File: config.mk
export PLATFORM = sky130hd
export DESIGN_NAME = udp_header_parse_port_filter_core
export DESIGN_NICKNAME = d
export VERILOG_FILES = /design/src/rtl/uhp_pkg.sv /design/src/rtl/uhp_front.sv /design/src/rtl/uhp_queue.sv /design/src/rtl/uhp_back.sv /design/src/rtl/udp_header_parse_port_filter_core.sv
export SDC_FILE = /design/constraint.sdc
export NUM_CORES = 2
export LEC_CHECK = 0
export ABC_AREA = 1
export BUFFER_PORTS_ARGS = -buffer_cell sky130_fd_sc_hd__buf_2
export CAP_MARGIN = 20
export CORE_ASPECT_RATIO = 1.1
export CORE_MARGIN = 2
export CORE_UTILIZATION = 37
export CTS_CLUSTER_DIAMETER = 200
export CTS_CLUSTER_SIZE = 8
export DETAILED_ROUTE_END_ITERATION = 8
export GPL_ROUTABILITY_DRIVEN = 0
export GPL_TIMING_DRIVEN = 0
export HOLD_SLACK_MARGIN = 0.06
export PLACE_DENSITY_LB_ADDON = 0.1
export SETUP_SLACK_MARGIN = 0.3
export SYNTH_ARGS = -nofsm -noshare
export SYNTH_HDL_FRONTEND = slang
export SYNTH_HIERARCHICAL = 1
export SYNTH_SLANG_ARGS = --single-unit
File: constraint.sdc
create_clock -name clk -period 14.5 [get_ports clk]
set_input_delay 2.175 -clock clk [delete_from_list [all_inputs] [get_ports clk]]
set_output_delay 2.175 -clock clk [all_outputs]
set_load 0.03 [all_outputs]
File: src/rtl/uhp_pkg.sv
`timescale 1ns / 1ps
// ----------------------------------------------------------------------------
// UDP header parser package
// Shared types and protocol constants for the header parser and port filter.
// ----------------------------------------------------------------------------
package uhp_pkg;

  localparam int ETH_HDR_BYTES   = 14;
  localparam int MIN_FRAME_BYTES = 42;
  localparam int UDP_HDR_BYTES   = 8;
  localparam int IHL_BYTE_POS    = 14;
  localparam int PROTO_BYTE_POS  = 23;
  localparam int SRC_IP_POS      = 26;
  localparam int DEST_IP_POS     = 30;
  localparam int IP_END_POS      = 34;
  localparam int SRC_MAC_POS     = 6;
  localparam int ETYPE_POS       = 12;
  localparam int IHL_SHIFT       = 2;

  localparam logic [15:0] ETHERTYPE_IPV4 = 16'h0800;
  localparam logic [7:0]  PROTO_UDP      = 8'd17;
  localparam logic [15:0] PORT_A         = 16'd8888;
  localparam logic [15:0] PORT_B         = 16'd53;
  localparam logic [15:0] PORT_C         = 16'd80;

  localparam int QUEUE_DEPTH = 4;
  localparam int QPTR_W      = $clog2(QUEUE_DEPTH);
  localparam int QCNT_W      = $clog2(QUEUE_DEPTH + 1);

  localparam int CFG_ADDR_W = 3;
  localparam int CFG_DATA_W = 32;
  localparam logic CFG_IDX_FILTER_MODE = 1'b0;

  typedef enum logic [1:0] {
    STATUS_OK        = 2'd0,
    STATUS_TOO_SHORT = 2'd1,
    STATUS_NOT_IPV4  = 2'd2,
    STATUS_NOT_UDP   = 2'd3
  } status_t;

  typedef enum logic [1:0] {
    FILTER_PORT_8888 = 2'd0,
    FILTER_PORT_53   = 2'd1,
    FILTER_PORT_80   = 2'd2,
    FILTER_ALL_UDP   = 2'd3
  } filter_mode_t;

  typedef struct packed {
    logic [7:0] frame_byte;
    logic       last_byte;
  } frame_in_t;

  typedef struct packed {
    status_t     status;
    logic        accepted;
    logic [47:0] dst_mac;
    logic [47:0] src_mac;
    logic [31:0] src_ip;
    logic [31:0] dest_ip;
    logic [15:0] udp_src;
    logic [15:0] udp_dst;
    logic [15:0] payload_len;
  } frame_out_t;

  typedef struct packed {
    logic        too_short;
    logic [15:0] ethertype;
    logic [7:0]  protocol;
    logic [47:0] dst_mac;
    logic [47:0] src_mac;
    logic [31:0] src_ip;
    logic [31:0] dest_ip;
    logic [15:0] udp_src;
    logic [15:0] udp_dst;
    logic [15:0] udp_length;
  } hdr_rec_t;

  typedef struct packed {
    logic full;
    logic empty;
  } q_stat_t;

endpackage

File: src/rtl/uhp_front.sv
`timescale 1ns / 1ps
// ----------------------------------------------------------------------------
// UDP header parser front end
// Tracks the byte position, captures header fields and emits one record per frame.
// ----------------------------------------------------------------------------
module uhp_front #(
  parameter int MAX_FRAME_BYTES = 65536
) (
  input  logic              clk,
  input  logic              rst_n,
  input  logic              byte_acc,
  input  uhp_pkg::frame_in_t in_beat,
  output logic              rec_push,
  output uhp_pkg::hdr_rec_t rec
);
  import uhp_pkg::*;

  localparam int POS_W = $clog2(MAX_FRAME_BYTES + 1);

  logic [POS_W-1:0] pos_r, pos_nxt, len, udp_start;
  logic [15:0] etype_r, etype_nxt;
  logic [3:0]  hw_r, hw_nxt;
  logic [7:0]  proto_r, proto_nxt;
  logic [47:0] dmac_r, dmac_nxt, smac_r, smac_nxt;
  logic [31:0] sip_r, sip_nxt, dip_r, dip_nxt;
  logic [15:0] sport_r, sport_nxt, dport_r, dport_nxt, ulen_r, ulen_nxt;
  logic        cap_en;
  logic [7:0]  b;

  always_comb begin
    b         = in_beat.frame_byte;
    cap_en    = pos_r < POS_W'(MAX_FRAME_BYTES);
    etype_nxt = etype_r;
    proto_nxt = proto_r;
    dmac_nxt  = dmac_r;
    smac_nxt  = smac_r;
    sip_nxt   = sip_r;
    dip_nxt   = dip_r;
    sport_nxt = sport_r;
    dport_nxt = dport_r;
    ulen_nxt  = ulen_r;
    hw_nxt    = (cap_en && pos_r == POS_W'(IHL_BYTE_POS)) ? b[3:0] : hw_r;
    udp_start = POS_W'(ETH_HDR_BYTES) + POS_W'({hw_nxt, 2'b00});
    if (cap_en) begin
      if (pos_r < POS_W'(SRC_MAC_POS)) begin
        dmac_nxt = {dmac_r[39:0], b};
      end else if (pos_r < POS_W'(ETYPE_POS)) begin
        smac_nxt = {smac_r[39:0], b};
      end else if (pos_r < POS_W'(ETH_HDR_BYTES)) begin
        etype_nxt = {etype_r[7:0], b};
      end else if (pos_r == POS_W'(PROTO_BYTE_POS)) begin
        proto_nxt = b;
      end else if (pos_r >= POS_W'(SRC_IP_POS) && pos_r < POS_W'(DEST_IP_POS)) begin
        sip_nxt = {sip_r[23:0], b};
      end else if (pos_r >= POS_W'(DEST_IP_POS) && pos_r < POS_W'(IP_END_POS)) begin
        dip_nxt = {dip_r[23:0], b};
      end
      if (pos_r >= udp_start) begin
        if (pos_r < udp_start + POS_W'(2)) begin
          sport_nxt = {sport_r[7:0], b};
        end else if (pos_r < udp_start + POS_W'(4)) begin
          dport_nxt = {dport_r[7:0], b};
        end else if (pos_r < udp_start + POS_W'(6)) begin
          ulen_nxt = {ulen_r[7:0], b};
        end
      end
    end
    len     = pos_r + POS_W'(cap_en);
    pos_nxt = len;
  end

  always_comb begin
    rec_push       = byte_acc && in_beat.last_byte;
    rec.too_short  = (len < POS_W'(MIN_FRAME_BYTES)) ||
                     (len < udp_start + POS_W'(UDP_HDR_BYTES));
    rec.ethertype  = etype_nxt;
    rec.protocol   = proto_nxt;
    rec.dst_mac    = dmac_nxt;
    rec.src_mac    = smac_nxt;
    rec.src_ip     = sip_nxt;
    rec.dest_ip    = dip_nxt;
    rec.udp_src    = sport_nxt;
    rec.udp_dst    = dport_nxt;
    rec.udp_length = ulen_nxt;
  end

  always_ff @(posedge clk) begin
    if (!rst_n || (byte_acc && in_beat.last_byte)) begin
      pos_r   <= '0;
      etype_r <= '0;
      hw_r    <= '0;
      proto_r <= '0;
      dmac_r  <= '0;
      smac_r  <= '0;
      sip_r   <= '0;
      dip_r   <= '0;
      sport_r <= '0;
      dport_r <= '0;
      ulen_r  <= '0;
    end else if (byte_acc) begin
      pos_r   <= pos_nxt;
      etype_r <= etype_nxt;
      hw_r    <= hw_nxt;
      proto_r <= proto_nxt;
      dmac_r  <= dmac_nxt;
      smac_r  <= smac_nxt;
      sip_r   <= sip_nxt;
      dip_r   <= dip_nxt;
      sport_r <= sport_nxt;
      dport_r <= dport_nxt;
      ulen_r  <= ulen_nxt;
    end
  end

endmodule

File: src/rtl/uhp_queue.sv
`timescale 1ns / 1ps
// ----------------------------------------------------------------------------
// UDP header parser record queue
// Small first-in first-out buffer of header records between front and back end.
// ----------------------------------------------------------------------------
module uhp_queue (
  input  logic              clk,
  input  logic              rst_n,
  input  logic              wr_en,
  input  uhp_pkg::hdr_rec_t wr_rec,
  input  logic              rd_en,
  output uhp_pkg::hdr_rec_t rd_rec,
  output uhp_pkg::q_stat_t  stat
);
  import uhp_pkg::*;

  hdr_rec_t          mem_r [QUEUE_DEPTH];
  logic [QPTR_W-1:0] wr_ptr_r, rd_ptr_r;
  logic [QCNT_W-1:0] cnt_r, cnt_nxt;
  logic              do_wr, do_rd;

  always_comb begin
    stat.full  = cnt_r == QCNT_W'(QUEUE_DEPTH);
    stat.empty = cnt_r == '0;
    do_wr      = wr_en && !stat.full;
    do_rd      = rd_en && !stat.empty;
    cnt_nxt    = cnt_r + QCNT_W'(do_wr) - QCNT_W'(do_rd);
    rd_rec     = mem_r[rd_ptr_r];
  end

  always_ff @(posedge clk) begin
    if (!rst_n) begin
      wr_ptr_r <= '0;
      rd_ptr_r <= '0;
      cnt_r    <= '0;
    end else begin
      if (do_wr) begin
        wr_ptr_r <= wr_ptr_r + QPTR_W'(1);
      end
      if (do_rd) begin
        rd_ptr_r <= rd_ptr_r + QPTR_W'(1);
      end
      cnt_r <= cnt_nxt;
    end
  end

  always_ff @(posedge clk) begin
    if (do_wr) begin
      mem_r[wr_ptr_r] <= wr_rec;
    end
  end

endmodule

File: src/rtl/uhp_back.sv
`timescale 1ns / 1ps
// ----------------------------------------------------------------------------
// UDP header parser back end
// Classifies a header record, applies the port filter and holds the result.
// ----------------------------------------------------------------------------
module uhp_back (
  input  logic                  clk,
  input  logic                  rst_n,
  input  uhp_pkg::hdr_rec_t     rec,
  input  logic                  q_empty,
  output logic                  q_pop,
  input  uhp_pkg::filter_mode_t filter_mode,
  input  logic                  out_pop,
  output logic                  out_empty,
  output uhp_pkg::frame_out_t   out_beat
);
  import uhp_pkg::*;

  frame_out_t res, out_r;
  logic       out_valid_r;
  logic       match;

  always_comb begin
    res = '0;
    if (rec.too_short) begin
      res.status = STATUS_TOO_SHORT;
    end else if (rec.ethertype != ETHERTYPE_IPV4) begin
      res.status = STATUS_NOT_IPV4;
    end else if (rec.protocol != PROTO_UDP) begin
      res.status = STATUS_NOT_UDP;
    end else begin
      res.status = STATUS_OK;
    end
    case (filter_mode)
      FILTER_PORT_8888: match = rec.udp_src == PORT_A || rec.udp_dst == PORT_A;
      FILTER_PORT_53:   match = rec.udp_src == PORT_B || rec.udp_dst == PORT_B;
      FILTER_PORT_80:   match = rec.udp_src == PORT_C || rec.udp_dst == PORT_C;
      default:          match = 1'b1;
    endcase
    if (res.status == STATUS_OK) begin
      res.accepted    = match;
      res.dst_mac     = rec.dst_mac;
      res.src_mac     = rec.src_mac;
      res.src_ip      = rec.src_ip;
      res.dest_ip     = rec.dest_ip;
      res.udp_src     = rec.udp_src;
      res.udp_dst     = rec.udp_dst;
      res.payload_len = (rec.udp_length >= 16'(UDP_HDR_BYTES)) ?
                        rec.udp_length - 16'(UDP_HDR_BYTES) : 16'd0;
    end
    q_pop     = !q_empty && (!out_valid_r || out_pop);
    out_empty = !out_valid_r;
    out_beat  = out_r;
  end

  always_ff @(posedge clk) begin
    if (!rst_n) begin
      out_valid_r <= 1'b0;
    end else if (q_pop) begin
      out_valid_r <= 1'b1;
    end else if (out_pop) begin
      out_valid_r <= 1'b0;
    end
  end

  always_ff @(posedge clk) begin
    if (q_pop) begin
      out_r <= res;
    end
  end

endmodule

File: src/rtl/udp_header_parse_port_filter_core.sv
`timescale 1ns / 1ps
// ----------------------------------------------------------------------------
// UDP header parser and port filter
// Parses Ethernet, IPv4 and UDP headers from a byte stream and filters by port.
// ----------------------------------------------------------------------------
// Channel   Ports                               Beat
// input     push, full, in_data                 one frame byte and last flag
// result    empty, pop, out_data                one parse result per frame
// config    psel, penable, pwrite, paddr, ...   filter_mode at address 0
//
// One byte is taken every cycle while full is low. The edge that accepts a
// frame's last byte queues its record; the result register loads it when free.
// Full rises once four records wait in the queue behind a stalled result port,
// and then every input byte waits, also in the middle of a frame. Reset clears
// all frame state and sets filter_mode to accept all UDP traffic.
// ----------------------------------------------------------------------------
module udp_header_parse_port_filter_core #(
  parameter int MAX_FRAME_BYTES = 65536
) (
  input  logic                                clk,
  input  logic                                rst_n,
  input  logic                                push,
  output logic                                full,
  input  uhp_pkg::frame_in_t                  in_data,
  output logic                                empty,
  input  logic                                pop,
  output uhp_pkg::frame_out_t                 out_data,
  input  logic                                psel,
  input  logic                                penable,
  input  logic                                pwrite,
  input  logic [uhp_pkg::CFG_ADDR_W-1:0]      paddr,
  input  logic [uhp_pkg::CFG_DATA_W-1:0]      pwdata,
  output logic [uhp_pkg::CFG_DATA_W-1:0]      prdata,
  output logic                                pready
);
  import uhp_pkg::*;

  filter_mode_t filter_mode_r;
  hdr_rec_t     rec_in, rec_out;
  q_stat_t      q_stat;
  logic         rec_push, q_pop, byte_acc, cfg_wr;

  always_comb begin
    pready   = 1'b1;
    full     = q_stat.full;
    byte_acc = push && !q_stat.full;
    cfg_wr   = psel && penable && pwrite && pready;
    prdata   = (paddr[2] == CFG_IDX_FILTER_MODE) ?
               CFG_DATA_W'(filter_mode_r) : '0;
  end

  always_ff @(posedge clk) begin
    if (!rst_n) begin
      filter_mode_r <= FILTER_ALL_UDP;
    end else if (cfg_wr && paddr[2] == CFG_IDX_FILTER_MODE) begin
      filter_mode_r <= filter_mode_t'(pwdata[1:0]);
    end
  end

  uhp_front #(
    .MAX_FRAME_BYTES(MAX_FRAME_BYTES)
  ) u_front (
    .clk      (clk),
    .rst_n    (rst_n),
    .byte_acc (byte_acc),
    .in_beat  (in_data),
    .rec_push (rec_push),
    .rec      (rec_in)
  );

  uhp_queue u_queue (
    .clk    (clk),
    .rst_n  (rst_n),
    .wr_en  (rec_push),
    .wr_rec (rec_in),
    .rd_en  (q_pop),
    .rd_rec (rec_out),
    .stat   (q_stat)
  );

  uhp_back u_back (
    .clk         (clk),
    .rst_n       (rst_n),
    .rec         (rec_out),
    .q_empty     (q_stat.empty),
    .q_pop       (q_pop),
    .filter_mode (filter_mode_r),
    .out_pop     (pop),
    .out_empty   (empty),
    .out_beat    (out_data)
  );

endmodule

After elaboration in Yosys (flattened, before gate mapping):

Memory sizes are Yosys's and may differ from the RTL's. A register that Yosys moved wholly into a read port is not among the register bits.
Cells that the tools add are included.

* flip-flop bits (word level): 474
* RAM bits: 932
* bits of input ports: 51
* logic and storage cells: 143
* memories kept: 1

* $add $sub $neg: 11
* order comparisons: 15
* equal/unequal tests: 13
* mux-type cells: 51
* bitwise logic cells: 1
* reduce and logical (&&, ||, !) cells: 26

Memories
* u_queue.mem_r: depth 4, bits a word 233, read ports 1, clocked after memory_dff 1, wr ports 1, RTL line uhp_queue.sv:17 `hdr_rec_t mem_r [QUEUE_DEPTH];`

Operators with widths (count)
* two-way mux 32 bit: 13
* two-way mux 16 bit: 16
* two-way mux 48 bit: 5
* < comparator 17 bit: 4
* two-way mux 8 bit: 5
* adder 17 x 3 -> 17 bit, second input constant: 2
* >= comparator 17 x 5 -> 1 bit, second input constant: 2
* < comparator 17 x 4 -> 1 bit, second input constant: 2
* < comparator 17 x 6 -> 1 bit, second input constant: 2
* == test 16 x 14 -> 1 bit, second input constant: 2
* == test 16 x 6 -> 1 bit, second input constant: 2
* == test 16 x 7 -> 1 bit, second input constant: 2
* adder 17 x 1 -> 17 bit: 1
* adder 17 x 2 -> 17 bit, second input constant: 1
* adder 17 x 4 -> 17 bit, second input constant: 1
* == test 17 x 4 -> 1 bit, second input constant: 1
* == test 17 x 5 -> 1 bit, second input constant: 1
* >= comparator 17 bit: 1
* < comparator 17 bit, second input constant: 1
* < comparator 17 x 3 -> 1 bit, second input constant: 1
* < comparator 17 x 5 -> 1 bit, second input constant: 1
* >= comparator 16 x 4 -> 1 bit, second input constant: 1
* != test 16 x 12 -> 1 bit, second input constant: 1
* subtractor 16 x 4 -> 16 bit, second input constant: 1
* 20 further kinds: 48

Logic depth before layout (Yosys ltp):

* word-level depth: 11
* mapped depth: 29

Modules after synthesis:

The synthesis kept the hierarchy.

Modules (own cells, without submodules)
* uhp_queue: instances 1, cells each 2321, area an instance 34961.0 um^2, seq. area each 28167.0 um^2
* uhp_front: instances 1, cells each 2103, area an instance 13563.0 um^2, seq. area each 5064.9 um^2
* uhp_back: instances 1, cells each 794, area an instance 8821.0 um^2, seq. area each 6356.1 um^2
* udp_header_parse_port_filter_core: instances 1, cells each 52, area an instance 351.6 um^2, seq. area each 40.0 um^2

Least setup slack after synthesis:

OpenSTA, ideal clock, no wires.

* kind: input to register
* start: input pop
* end: register u_queue.cnt_r[2]
* data arrival time: 13.933 ns
* required time: 14.383 ns
* path slack: 0.449 ns
* stages on the path: 11
* path buffers: 0
* cells stage by stage: inv_1 a21oi_1 inv_1 nor2_1 ha_1 inv_1 ha_1 inv_1 fa_1 o21ai_0 nor2_1

* longest elaborated chain between the ends: 4

RTL lines
* start, declared: RTL line udp_header_parse_port_filter_core.sv:26 `input logic pop,`
* logical OR 1 bit: RTL line uhp_back.sv:51 `q_pop = !q_empty && (!out_valid_r || out_pop);`
* logical AND 1 bit: RTL line uhp_back.sv:51
* net q_pop: RTL line udp_header_parse_port_filter_core.sv:41 `logic rec_push, q_pop, byte_acc, cfg_wr;`
* logical AND 1 bit: RTL line uhp_queue.sv:26 `do_rd = rd_en && !stat.empty;`
* net u_queue.do_rd: RTL line uhp_queue.sv:20 `logic do_wr, do_rd;`
* subtractor 3 x 1 -> 3 bit: RTL line uhp_queue.sv:27 `cnt_nxt = cnt_r + QCNT_W'(do_wr) - QCNT_W'(do_rd);`
* end signal, assigned: RTL line uhp_queue.sv:43 `cnt_r <= cnt_nxt;`
* end, declared: RTL line uhp_queue.sv:19 `logic [QCNT_W-1:0] cnt_r, cnt_nxt;`

The timed path passes the listed nets, and every way through them passes these cells.
A chain may end at the register's enable or synchronous reset.

==> run metrics <==
status=completed; post-synthesis sequential area ratio=0.687; Die W=381 um; placed instance area=0.0626 mm2; crit-path max FO=10; number of synthesized flops with an enable pin=1143; htree depth=4; row count=152; final WL=162 mm; WL per Instance=20.2 um; clk buf depth=3; RSZ-0062 raised after global routing=no; Port Buffers=233; hold_buf cts=0; Pre-Repair DR Iteration Count=6; max-cap violations=0; mean area per synthesized cell=10.9 um2; CP Capture Type=register; Initial Utilization=0.371; DR vias=39400; Layout Nets=5861; die area=0.159 mm2; Antenna Violating Nets Remaining=0; CTS buffer count=193; period utilization=0.402; initial antenna violation count=2; share of the synthesized area in the top cell type=0.595; Core Region=0.155 mm2; total congestion overflow=0; Slew Limit Fails=0; CTS root buf=clkbuf_16; Via-to-Cell Ratio=4.91; required time of the worst setup path=15.02 ns; Initial DRC Count=3127; Post-CTS Setup Repair Bufs=0; Sink Count=1408; IO Pins=297; synthesized flop and latch total=1408; top sig layer=met4; Worst Max-Slew Pin Slew=1.13 ns; FMAX=0.172 GHz; post-route cell area=0.0683 mm2; number of non-filler instances in the completed layout=8024; Fin Setup TNS=0 ns; Final min period=5.83 ns; layout cell share with drive strength beyond 1=0.122; Mapped Area=0.0577 mm2; Tightest Hold Check Type=register to register; P_leak=27.1 nW; Yosys cell types=48; met3 routed WL=7.85 mm; gr usage total=0.201; VDD IR max=0.135 mV; synth cell count leaders=1143 x edfxtp_1, 893 x nor2_1, 772 x o21ai_0; max_slew headroom=0.247; Reg clk slew, reported paths=0.05 ns; most area-hungry cell type in the Yosys netlist=edfxtp_1; met2 wire length=77.8 mm; Final setup violation count=0; DRC viols=0; Hold WS=0.487 ns; Power Density=203 mW/mm2; CTS tree=yes; ranking of synthesized cells by area=edfxtp_1 59%, dfxtp_1 9.2%, o21ai_0 6.7%, nor2_1 5.8%, inv_1 4.5%; Tot Pwr=13.9 mW; Die Y=418 um; vias in the first global route=38100; largest net degree at the start of global routing=31; Crit Path Class=input port to register; most frequent cell after synthesis=edfxtp_1; final hold viol count=0; predominant post-synthesis flop cell=edfxtp_1; HPWL after DPL=106 mm; Clk Latency, worst-skew pair=0.84 ns; yosys warns=6; Post-synth ARST share=0; M1 wire length=72.3 mm; first-pass GRT wire length=241 mm; Setup Skew=0.0576 ns; synth-to-layout area growth=18.4%; post-synthesis cell count=5270; crit path launch type=input port; cts repair resizes=0; critical path arrival=6.35 ns; Post-Place Cells=7659
[layout make-up]
class	count	area [um2]
multi-input combinational	2850	13600
tap	2079	2600
timing repair buffer	281	2160
sequential	1408	39600
clock inverter	13	231
antenna	2	5.00
clock buffer	350	5460
fill	14700	87100
inverter	704	2650
buffer	337	1950
[worst max-delay path, cell delays in order]
cell and delay, ns:
buf_2 0.18, inv_1 0.58, nand4_1 0.25, nand2_2 0.18, ha_1 0.19, inv_1 0.07, nand3_2 0.09, nand2_1 0.09
inv_2 0.07, ha_1 0.14, inv_1 0.06, nor2_1 0.18, nand2_1 0.08, ha_1 0.29, a211oi_1 0.31, o211ai_1 0.16
nand3b_1 0.31, clkbuf_1 0.28, o21ai_0 0.46, inv_1 0.18
[where the power goes]
group / switching [mW] / internal (mW) / leakage [nW] / total (mW)
Combinational: 3.07 / 1.11 / 11.5 / 4.18
Clock: 1.72 / 2.53 / 2.69 / 4.25
Sequential: 0.181 / 5.26 / 12.9 / 5.44
Total: 4.98 / 8.90 / 27.1 / 13.9
[registers in the layout, indices dropped and copies added (netlist names), 16 cells and up, named ones only]
name,count
u_queue/mem_r,932
u_back/out_beat,211
u_front/dmac_r,48
u_front/smac_r,48
u_front/dip_r,32
u_front/sip_r,32
u_front/pos_r,17
u_front/dport_r,16
u_front/etype_r,16
u_front/sport_r,16
u_front/ulen_r,16
[cell families (layout without fill, tap and decap cells)]
family	after synthesis	after routing	synth area share
adders and majority gates	35	35	0.00772
and+or+nand+nor	1385	1385	0.0969
AOI/OAI and AO/OA	1377	1377	0.125
other	2	33	0.000130
xor gates and xnor gates	22	22	0.00334
DFF	1408	1408	0.687
buffers and inverters	1041	1685	0.0798
[metal layers]
metal  GRT usage  up-vias
met1       0.271    19200
met3      0.0297      224
met5           0        -
li1            -    19000
met4      0.0683        0
met2       0.332      988
[final timing paths]
kind	startpoint	end	slack, ns	depth (start not counted)
max reg2reg	u_front/pos_r[3]$_SDFFE_PP0P_	u_queue/mem_r[2][20]$_DFFE_PP_	9.72	25
min reg2reg	u_front/hw_r[1]$_SDFFE_PP0P_	u_front/hw_r[1]$_SDFFE_PP0P_	0.49	2
min	u_front/hw_r[1]$_SDFFE_PP0P_	u_front/hw_r[1]$_SDFFE_PP0P_	0.49	2
max	in_data[2]	u_queue/mem_r[2][20]$_DFFE_PP_	8.67	20
[stage by stage]
stage | util | setup WS, ns
floorplan | - | 0.449
global placement | 0.396 | -8.81
detailed placement | 0.403 | 7.88
CTS | 0.440 | 8.73
global route | 0.440 | 8.31
finish | 0.440 | 8.67
[cell usage in the layout, fill, tap and decap left out, types with 3 or more instances in the layout]
cell,instances
buf_1,7
buf_4,59
clkbuf_16,195
inv_2,8
nor3_1,8
nor2_1,889
o21ai_0,772
nand2_2,5
buf_6,45
clkinv_8,4
nor2_4,7
nand2_4,12
o22ai_1,233
xor2_1,19
nand2_1,366
conb_1,31
o21ai_1,153
a211oi_1,4
edfxtp_1,1143
inv_16,4
inv_6,3
nand3_2,12
o211ai_1,3
a21oi_1,200
clkbuf_1,315
clkbuf_2,6
buf_12,45
nor2_2,15
buf_8,3
inv_1,694
buf_16,4
xnor2_1,3
a21o_1,3
dfxtp_1,265
buf_2,289
ha_1,34
nand3_1,51
nand4_1,11
Note: power is estimated with default switching activity, not from simulation.
